### src/hw/rtl/base64_stream_encoder_top_assert.svh
// ----------------------------------------------------------------------------
// Base64 encoder assertion macros
// Concurrent assertion shorthands. Each expects aclk and aresetn in scope.
// ----------------------------------------------------------------------------
`ifndef BASE64_STREAM_ENCODER_TOP_ASSERT_SVH
`define BASE64_STREAM_ENCODER_TOP_ASSERT_SVH

// same-cycle implication
`define B64E_ASSERT_SAME(label, ante, cons) \
    label: assert property (@(posedge aclk) disable iff (!aresetn) \
        (ante) |-> (cons)) else $error("b64e: same-cycle check failed");

// next-cycle implication
`define B64E_ASSERT_NEXT(label, ante, cons) \
    label: assert property (@(posedge aclk) disable iff (!aresetn) \
        (ante) |=> (cons)) else $error("b64e: next-cycle check failed");

`endif

### src/hw/rtl/b64e_pkg.sv
// ----------------------------------------------------------------------------
// b64e_pkg
// Shared types, character codes and the sextet-to-ASCII mapping.
// ----------------------------------------------------------------------------
package b64e_pkg;

    localparam logic [7:0] CHAR_UPPER_A = 8'h41;  // 'A'
    localparam logic [7:0] CHAR_LOWER_A = 8'h61;  // 'a'
    localparam logic [7:0] CHAR_DIGIT_0 = 8'h30;  // '0'
    localparam logic [7:0] CHAR_PLUS    = 8'h2B;  // '+'
    localparam logic [7:0] CHAR_SLASH   = 8'h2F;  // '/'
    localparam logic [7:0] CHAR_PAD     = 8'h3D;  // '='

    // One encoded job: up to four characters from one input word.
    // cnt is the index of the final character (0..3).
    typedef struct packed {
        logic [3:0][7:0] chars;
        logic [1:0]      cnt;
        logic            last;
    } job_t;

    function automatic logic [7:0] enc(input logic [5:0] sextet);
        logic [7:0] s8;
        logic [7:0] code;
        s8 = {2'b00, sextet};
        if (sextet < 6'd26) begin
            code = CHAR_UPPER_A + s8;
        end else if (sextet < 6'd52) begin
            code = CHAR_LOWER_A + (s8 - 8'd26);
        end else if (sextet < 6'd62) begin
            code = CHAR_DIGIT_0 + (s8 - 8'd52);
        end else if (sextet == 6'd62) begin
            code = CHAR_PLUS;
        end else begin
            code = CHAR_SLASH;
        end
        return code;
    endfunction

endpackage

### src/hw/rtl/b64e_front.sv
// ----------------------------------------------------------------------------
// b64e_front
// Takes input words, tracks group phase and leftover bits, builds jobs.
// ----------------------------------------------------------------------------
module b64e_front (
    input  logic              aclk,
    input  logic              aresetn,
    input  logic              in_valid,
    input  logic [7:0]        in_byte,
    input  logic              in_last,
    output logic              in_ready,
    output logic              job_valid,
    output b64e_pkg::job_t    job,
    input  logic              job_ready
);
    import b64e_pkg::*;

    typedef enum logic [1:0] {
        PH_0 = 2'd0,
        PH_1 = 2'd1,
        PH_2 = 2'd2
    } phase_t;

    phase_t     phase_reg, phase_next;
    logic [3:0] left_reg, left_next;
    logic       accept;

    assign in_ready  = job_ready;
    assign job_valid = in_valid;
    assign accept    = in_valid && job_ready;

    always_comb begin
        job        = '0;
        job.last   = in_last;
        phase_next = PH_0;
        left_next  = 4'd0;
        case (phase_reg)
            PH_1: begin
                job.chars[0] = enc({left_reg[1:0], in_byte[7:4]});
                if (in_last) begin
                    job.chars[1] = enc({in_byte[3:0], 2'b00});
                    job.chars[2] = CHAR_PAD;
                    job.cnt      = 2'd2;
                end else begin
                    job.cnt    = 2'd0;
                    phase_next = PH_2;
                    left_next  = in_byte[3:0];
                end
            end
            PH_2: begin
                job.chars[0] = enc({left_reg, in_byte[7:6]});
                job.chars[1] = enc(in_byte[5:0]);
                job.cnt      = 2'd1;
            end
            default: begin
                // phase 0 (unused code behaves the same, leftover ignored)
                job.chars[0] = enc(in_byte[7:2]);
                if (in_last) begin
                    job.chars[1] = enc({in_byte[1:0], 4'b0000});
                    job.chars[2] = CHAR_PAD;
                    job.chars[3] = CHAR_PAD;
                    job.cnt      = 2'd3;
                end else begin
                    job.cnt    = 2'd0;
                    phase_next = PH_1;
                    left_next  = {2'b00, in_byte[1:0]};
                end
            end
        endcase
    end

    always_ff @(posedge aclk) begin
        if (!aresetn) begin
            phase_reg <= PH_0;
            left_reg  <= 4'd0;
        end else if (accept) begin
            phase_reg <= phase_next;
            left_reg  <= left_next;
        end
    end

endmodule

### src/hw/rtl/b64e_fifo.sv
// ----------------------------------------------------------------------------
// b64e_fifo
// Two-entry job queue between front and back.
// ----------------------------------------------------------------------------
module b64e_fifo (
    input  logic              aclk,
    input  logic              aresetn,
    input  logic              wr_valid,
    input  b64e_pkg::job_t    wr_job,
    output logic              wr_ready,
    output logic              rd_valid,
    output b64e_pkg::job_t    rd_job,
    input  logic              rd_ready
);
    import b64e_pkg::*;

    job_t       mem [2];
    logic       wr_ptr_reg;
    logic       rd_ptr_reg;
    logic [1:0] count_reg;
    logic       wr_en;
    logic       rd_en;

    assign wr_ready = (count_reg != 2'd2);
    assign rd_valid = (count_reg != 2'd0);
    assign rd_job   = mem[rd_ptr_reg];
    assign wr_en    = wr_valid && wr_ready;
    assign rd_en    = rd_valid && rd_ready;

    always_ff @(posedge aclk) begin
        if (wr_en) begin
            mem[wr_ptr_reg] <= wr_job;
        end
    end

    always_ff @(posedge aclk) begin
        if (!aresetn) begin
            wr_ptr_reg <= 1'b0;
            rd_ptr_reg <= 1'b0;
            count_reg  <= 2'd0;
        end else begin
            if (wr_en) begin
                wr_ptr_reg <= !wr_ptr_reg;
            end
            if (rd_en) begin
                rd_ptr_reg <= !rd_ptr_reg;
            end
            if (wr_en && !rd_en) begin
                count_reg <= count_reg + 2'd1;
            end else if (rd_en && !wr_en) begin
                count_reg <= count_reg - 2'd1;
            end
        end
    end

endmodule

### src/hw/rtl/b64e_back.sv
// ----------------------------------------------------------------------------
// b64e_back
// Serializes queued jobs into one character word per cycle while out_ready allows.
// ----------------------------------------------------------------------------
`include "base64_stream_encoder_top_assert.svh"

module b64e_back (
    input  logic              aclk,
    input  logic              aresetn,
    input  logic              job_valid,
    input  b64e_pkg::job_t    job,
    output logic              job_ready,
    output logic              out_valid,
    output logic [7:0]        out_char,
    output logic              out_last,
    input  logic              out_ready
);
    import b64e_pkg::*;

    job_t       job_reg;
    logic       busy_reg;
    logic [1:0] idx_reg;
    logic       out_valid_reg;
    logic [7:0] out_char_reg;
    logic       out_last_reg;

    logic       out_free;
    logic       load;
    job_t       src;
    logic [1:0] src_idx;
    logic       src_final;

    assign out_free  = !out_valid_reg || out_ready;
    assign job_ready = out_free && !busy_reg;
    assign load      = out_free && (busy_reg || job_valid);
    assign src       = busy_reg ? job_reg : job;
    assign src_idx   = busy_reg ? idx_reg : 2'd0;
    assign src_final = (src_idx == src.cnt);

    always_ff @(posedge aclk) begin
        if (load && !src_final) begin
            job_reg <= src;
        end
        if (load) begin
            out_char_reg <= src.chars[src_idx];
            out_last_reg <= src.last && src_final;
        end
    end

    always_ff @(posedge aclk) begin
        if (!aresetn) begin
            busy_reg      <= 1'b0;
            idx_reg       <= 2'd0;
            out_valid_reg <= 1'b0;
        end else if (load) begin
            out_valid_reg <= 1'b1;
            busy_reg      <= !src_final;
            idx_reg       <= src_final ? 2'd0 : src_idx + 2'd1;
        end else if (out_free) begin
            out_valid_reg <= 1'b0;
        end
    end

    assign out_valid = out_valid_reg;
    assign out_char  = out_char_reg;
    assign out_last  = out_last_reg;

    `B64E_ASSERT_SAME(a_idx_in_range, busy_reg, (idx_reg != 2'd0) && (idx_reg <= job_reg.cnt))
    `B64E_ASSERT_NEXT(a_final_frees, load && src_final, !busy_reg)
    `B64E_ASSERT_SAME(a_tlast_idle, out_valid_reg && out_last_reg, !busy_reg)

endmodule

### src/hw/rtl/base64_stream_encoder_top.sv
// ----------------------------------------------------------------------------
// base64_stream_encoder_top
// Streaming base64 encoder, standard alphabet with '=' padding.
// ----------------------------------------------------------------------------
// Feed a message one byte word at a time on the s_axis side, with
// s_axis_tlast high on its final byte; every message has at least one byte.
// Characters leave on the m_axis side as ASCII words, one per cycle, and
// m_axis_tlast marks the final character of the encoded message (after any
// '=' pad). A byte makes one or two characters (two on the third byte of a
// group); the last byte adds the zero-filled tail character and padding so
// the message comes out as a multiple of four characters, at most four
// characters for one byte. The output port sets the pace: one character per
// cycle while m_axis_tready is high and characters are pending. The front
// stage takes a byte in the cycle it is offered whenever the two-entry job
// queue has room, so input and output stall independently; each byte's job
// passes through the queue and the registered output before its first
// character appears. Phase and leftover bits return to zero after each last
// byte, and reset (aresetn low at a clock edge) does the same.
// ----------------------------------------------------------------------------
module base64_stream_encoder_top (
    input  logic       aclk,
    input  logic       aresetn,
    // input words
    input  logic       s_axis_tvalid,
    output logic       s_axis_tready,
    input  logic [7:0] s_axis_tdata,   // [7:0] data_byte
    input  logic       s_axis_tlast,   // is_last
    // encoded characters
    output logic       m_axis_tvalid,
    input  logic       m_axis_tready,
    output logic [7:0] m_axis_tdata,   // [7:0] out_char
    output logic       m_axis_tlast    // out_last
);
    import b64e_pkg::*;

    // front -> queue
    logic fq_valid;
    logic fq_ready;
    job_t fq_job;

    // queue -> back
    logic qb_valid;
    logic qb_ready;
    job_t qb_job;

    // front: phase tracking and character lookup, one byte per cycle while the queue has room
    b64e_front u_front (
        .aclk      (aclk),
        .aresetn   (aresetn),
        .in_valid  (s_axis_tvalid),
        .in_byte   (s_axis_tdata),
        .in_last   (s_axis_tlast),
        .in_ready  (s_axis_tready),
        .job_valid (fq_valid),
        .job       (fq_job),
        .job_ready (fq_ready)
    );

    // short queue decouples byte intake from character output
    b64e_fifo u_fifo (
        .aclk     (aclk),
        .aresetn  (aresetn),
        .wr_valid (fq_valid),
        .wr_job   (fq_job),
        .wr_ready (fq_ready),
        .rd_valid (qb_valid),
        .rd_job   (qb_job),
        .rd_ready (qb_ready)
    );

    // back: walks each job's characters into the registered output
    b64e_back u_back (
        .aclk      (aclk),
        .aresetn   (aresetn),
        .job_valid (qb_valid),
        .job       (qb_job),
        .job_ready (qb_ready),
        .out_valid (m_axis_tvalid),
        .out_char  (m_axis_tdata),
        .out_last  (m_axis_tlast),
        .out_ready (m_axis_tready)
    );

endmodule

### config.mk
export PLATFORM = sky130hd
export DESIGN_NAME = base64_stream_encoder_top
export DESIGN_NICKNAME = d
export VERILOG_FILES = /design/src/hw/rtl/b64e_pkg.sv /design/src/hw/rtl/b64e_front.sv /design/src/hw/rtl/b64e_fifo.sv /design/src/hw/rtl/b64e_back.sv /design/src/hw/rtl/base64_stream_encoder_top.sv
export VERILOG_INCLUDE_DIRS = /design/src /design/src/hw/rtl
export SDC_FILE = /design/constraint.sdc
export NUM_CORES = 1
export LEC_CHECK = 0
export BUFFER_PORTS_ARGS = -buffer_cell sky130_fd_sc_hd__clkbuf_2
export CAP_MARGIN = 30
export CORE_UTILIZATION = 40
export DETAILED_ROUTE_END_ITERATION = 8
export PLACE_DENSITY = 0.68
export REMOVE_ABC_BUFFERS = 1
export SETUP_SLACK_MARGIN = 0.02
export SLEW_MARGIN = 20
export SYNTH_ARGS = -nofsm -noshare
export SYNTH_HDL_FRONTEND = slang
export SYNTH_SLANG_ARGS = --single-unit
### constraint.sdc
create_clock -name aclk -period 2.95 [get_ports aclk]
set_input_delay 0 -clock aclk [delete_from_list [all_inputs] [get_ports aclk]]
set_output_delay 0 -clock aclk [all_outputs]
set_load 0.1 [all_outputs]
Word level (Yosys, flattened, before mapping)

Memories as Yosys holds them, arrays and structs flattened. A register that Yosys moved wholly into a read port is not among the register bits.
Cells that the tools add are included.

$add $sub $neg: 33
$mul: 0
Divide/modulo/power cells: 0
Magnitude comparators: 19
Equal/unequal tests: 8
Shifts and indexed selects: 0
Multiplexer cells: 48
Bitwise operators: 0
Reductions and logical operators: 21

Operator list:

| cell                                                                         | count |
|---|---|
| 8-bit two-way mux                                                            | 19 |
| 6-bit less-than comparator, second input constant                            | 12 |
| 6-bit by 8-bit adder with 8-bit output, first input constant                 | 6 |
| 7-bit by 6-bit adder with 8-bit output, first input constant                 | 6 |
| 7-bit by 8-bit adder with 8-bit output, first input constant                 | 6 |
| 6-bit by 5-bit subtractor with 7-bit output, second input constant           | 6 |
| 6-bit by 6-bit subtractor with 7-bit output, second input constant           | 6 |
| 6-bit by 5-bit less-than comparator with 1-bit output, second input constant | 6 |
| 18-bit one-hot mux with 2 select lines                                       | 1 |
| 35-bit two-way mux                                                           | 1 |
| 6-bit == test, second input constant                                         | 4 |
| 22-bit two-way mux                                                           | 1 |
| 8-bit binary-select mux with 2-bit select                                    | 1 |
| 2-bit two-way mux                                                            | 8 |
| 8-bit one-hot mux with 2 select lines                                        | 1 |
| 14-bit two-way mux                                                           | 1 |
| 3-bit two-way mux                                                            | 4 |
| 1-bit logical AND                                                            | 8 |
| 4-bit one-hot mux with 2 select lines                                        | 1 |
| 1-bit zero test                                                              | 7 |
| 1-bit two-way mux                                                            | 7 |
| 6-bit two-way mux                                                            | 1 |
| 2-bit nonzero test                                                           | 3 |
| 2-bit by 1-bit adder with 2-bit output, second input constant                | 2 |
| other kinds (10)                                                             | 11 |

Bits in registers: 58
Bits in latches: 0
RAM bits: 66
ROM bits: 0
Logic and storage cells: 146
Memories: 1

Memory list:

| name       | depth | bits a word | rd ports | clocked after memory_dff | write ports | line            | RTL |
|---|---|---|---|---|---|---|---|
| u_fifo.mem | 2     | 33          | 1        | 1                        | 1           | b64e_fifo.sv:17 | `job_t mem [2];` |

Logic depth before layout (Yosys ltp)

Depth in word-level cells: 7
Mapped depth: 14
Mapped depth without buffers: 12

Hierarchy

Synthesis repeated with hierarchy kept, for this count alone.

Cell total of the unflattened synthesis: 721
Area, all modules: 8076.5 um^2

Modules (own cells, without submodules):

| module     | times used | cells each | area each (um^2) | sequential area each (um^2) |
|---|---|---|---|---|
| b64e_front | 1          | 434        | 2999.1           | 120.1 |
| b64e_fifo  | 1          | 133        | 2758.9           | 2202.1 |
| b64e_back  | 1          | 154        | 2318.5           | 1401.3 |

Worst setup path after synthesis

OpenSTA, ideal clock, no wires.

Path type: flip-flop to flip-flop
From: register u_fifo.count_reg[0]
To: memory u_fifo.mem[0][0] (netlist bit), enable pin
Setup time: 398 ps
Arrival time: 2545 ps
Setup slack: 7 ps
Stages on the path, launching flop included: 5
Cell sequence: dfxtp_1 -> nand2b_1 -> nand2_1 -> clkbuf_1 -> nor2_1

Word-level cells in the longest chain between the ends: 4

Ends and longest elaborated chain:

| element                                 | line                            | RTL |
|---|---|---|
| start, declared                         | b64e_fifo.sv:20                 | `logic [1:0] count_reg;` |
| start signal, assigned                  | b64e_fifo.sv:49                 | `count_reg <= count_reg + 2'd1;` |
| start signal, assigned                  | b64e_fifo.sv:51                 | `count_reg <= count_reg - 2'd1;` |
| 2-bit != test                           | b64e_fifo.sv:24                 | `assign wr_ready = (count_reg != 2'd2);` |
| via s_axis_tready                       | base64_stream_encoder_top.sv:25 | `output logic s_axis_tready,` |
| 1-bit logical AND                       | b64e_fifo.sv:27                 | `assign wr_en = wr_valid && wr_ready;` |
| 1-bit two-way mux                       | b64e_fifo.sv:31                 | `if (wr_en) begin` |
| 1-bit two-way mux (not written as such) | b64e_fifo.sv:32                 | `mem[wr_ptr_reg] <= wr_job;` |
| end, declared                           | b64e_fifo.sv:17                 |  |

The timed path passes the listed nets, and every way through them passes these cells.

==> impl_metrics.ini <==
[run_status]
status = completed

[grt]
grt_max_degree = 40
antenna_found_initial = 0
grt_usage = 0.178
grt_overflow = 0
grt_pass1_vias = 4815
grt_pass1_wl_mm = 24.8

[layout]
fillers = 1596
fin_nets = 734
syn_to_final_growth_pct = 8.05
diodes = 0
largest_reg_flops = 40
multi_input_area_um2 = 3580
register_area_um2 = 2820
drive_gt1_frac = 0.126
post-route-cell-area_um2 = 7290

[critical_path]
cp-end-kind = register
cpPeakStageDelay_ns = 0.45
cp.buffers_inverters = 0
timing.critical_path.from = u_front.left_reg[0]
crit_fanout = 10
startpoint_type = register
reg2reg_from = u_front.left_reg[0]
crit_required_ns = 3.15
path_cells = ha_1, a21oi_2, nand2b_1, nand2_1, ha_1, or3b_1, a22oi_1, a21oi_1, o22a_1, a21oi_1, a311o_1
cp_top_family = compound AO/OA/AOI/OAI gates
cp_data_arrival_time_ns = 2.89
cpMaxStageDelayCell = dfxtp_1
critical_path_class = reg2reg

[logic_synthesis]
synth_mux_area_frac = 0.0519
synth_area_leaders = edfxtp_1 (37%), ha_1 (8.5%), dfxtp_1 (4.5%)
synth_top_family_by_area = compound AO/OA/AOI/OAI gates
synth_top_cell_by_area = edfxtp_1
synth.most_common_cell = edfxtp_1
netlist.area_leader.share = 0.374
syn_area_um2 = 6750
synth_common_cells = edfxtp_1 (84), nand2_1 (59), ha_1 (46)
synth_area_per_cell_um2 = 10.3
synthArstFlopShare = 0
synth-compound-area-share = 0.182
syn_inst = 657
yosys.area_share.simple = 0.142
yosysUniqueCellTypes = 69
synth_xor_area_frac = 0.0682
synth-seq-cells = 99
ys_dominant_reg_cell = edfxtp_1
synthAdderAreaFrac = 0.0853
yosysWarnings = 0
ys_seq_area_frac = 0.418
synth_edf_count = 84

[floorplanning]
die_area_um2 = 17400
chipHeight_um = 132
initial_core_util = 0.408
rows = 47
dieWidth_um = 132
ios = 24
core_um2 = 16500

[hold_path]
worstHoldPathType = in2reg
min_from = s_axis_tlast

[sta]
rsz0062_at_grt = false
hold_viol_final = 0
clock_skew_ns = 0.00477
slew_headroom = 0.540
min_period_ns = 2.70
slew_viol_final = 0
fmax_mhz = 371
setup_violations = 0
worstMarginPinSlew_ns = 0.688
finalCritPeriodShare = 0.914

[clocking]
post_cts_resized = 0
path_clk_slew_ns = 0.06
cts_tree = yes
htree_levels = 3
postCtsSetupBuffers = 0
cts_hold_buf = 0
clk_latency_ns = 0.35
clock-sinks = 99
cts_inserted_buffers = 9
clockBufferDepth = 2
cts-root-buf = clkbuf_16

[routing]
drt-pass1-iter-count = 5
dr.first_iter.drc_count = 388
vias_per_cell = 5.56
routedWlPerCell_um = 17.0
ant_nets = 0
vias = 5005
wirelength_mm = 15.3
drc_errors = 0

[pwr]
power_w = 0.00591
leakage_nw = 2.82
power_density_nw_per_um2 = 810
vdd_drop_max_mv = 0.820

[placement]
placed_cell_area_um2 = 7030
gp_congestion = 0.960
port_buffers = 23
post-dp-hpwl_mm = 11.3

[run]
drv_cap = 0
## per-stage QoR
stage	std cells	hold WS (ns)	setup slack (ns)	TNS (ns)	util
after floorplan	620	0.0989	-0.426	-16.91	-
after global placement	884	0.368	0.395	0	0.425
after detailed placement	884	0.380	0.344	0	0.425
after CTS	900	0.0221	0.302	0	0.441
after global routing	900	0.0525	0.114	0	0.441
final	900	0.0269	0.254	0	0.441
## worst register-to-register path, stage by stage, from the launching register on
cell      delay, ns
dfxtp_1        0.45
ha_1           0.32
a21oi_2        0.18
nand2b_1       0.15
nand2_1        0.06
ha_1           0.22
or3b_1         0.35
a22oi_1        0.16
a21oi_1        0.07
o22a_1         0.20
a21oi_1        0.19
a311o_1        0.19
## path summary, 6_finish.rpt
check	to	slack, ns	cells after the start
setup / recovery	u_fifo.mem[0][9]	0.25	11
setup reg to reg	u_fifo.mem[0][9]	0.25	11
hold / removal	u_fifo.mem[1][0]	0.03	1
hold reg to reg	u_back.job_reg[27]	0.55	1
## routing by layer
| layer | part of all wire | vias to the layer above | global-route usage |
|---|---|---|---|
| li1 | - | 2447 | - |
| met1 | 0.47 | 2384 | 0.239 |
| met2 | 0.46 | 149 | 0.290 |
| met3 | 0.046 | 25 | 0.0204 |
| met4 | 0.024 | 0 | 0.0749 |
| met5 | 0 | - | 0 |
## power by group
| group | switching [W] | internal, W |
|---|---|---|
| Sequential | 0.000238 | 0.00223 |
| Combinational | 0.00165 | 0.000749 |
| Clock | 0.000481 | 0.000564 |
| Total | 0.00237 | 0.00354 |
## placed cells by master (no fill, tap or decap), types with 22 or more instances in the layout
| cell type | Yosys | final |
|---|---|---|
| ha_1 | 46 | 46 |
| xor2_1 | 22 | 22 |
| edfxtp_1 | 84 | 84 |
| nand2_1 | 59 | 59 |
| a21oi_1 | 44 | 44 |
| mux2i_1 | 26 | 26 |
| o21ai_0 | 43 | 43 |
| nor2_1 | 35 | 35 |
| xnor2_1 | 25 | 25 |
| clkbuf_2 | 1 | 23 |
## cell type report
cell class                 count  area share
multi-input combinational    501       0.491
tap                          220      0.0378
inverter                      20      0.0110
timing repair buffer          44      0.0374
clock inverter                 6     0.00446
clock buffer                  10      0.0314
sequential                    99       0.387
## logic make-up (layout without fill, tap and decap cells)
logic type	after synthesis	after routing
adder cells (fa/ha/maj)	46	46
AO/OA/AOI/OAI	185	185
multiplexers	34	34
XOR/XNOR	50	50
AND/OR/NAND/NOR	186	186
flip-flops	99	99
buffers and inverters	57	80
(Power assumes the default switching activity.)
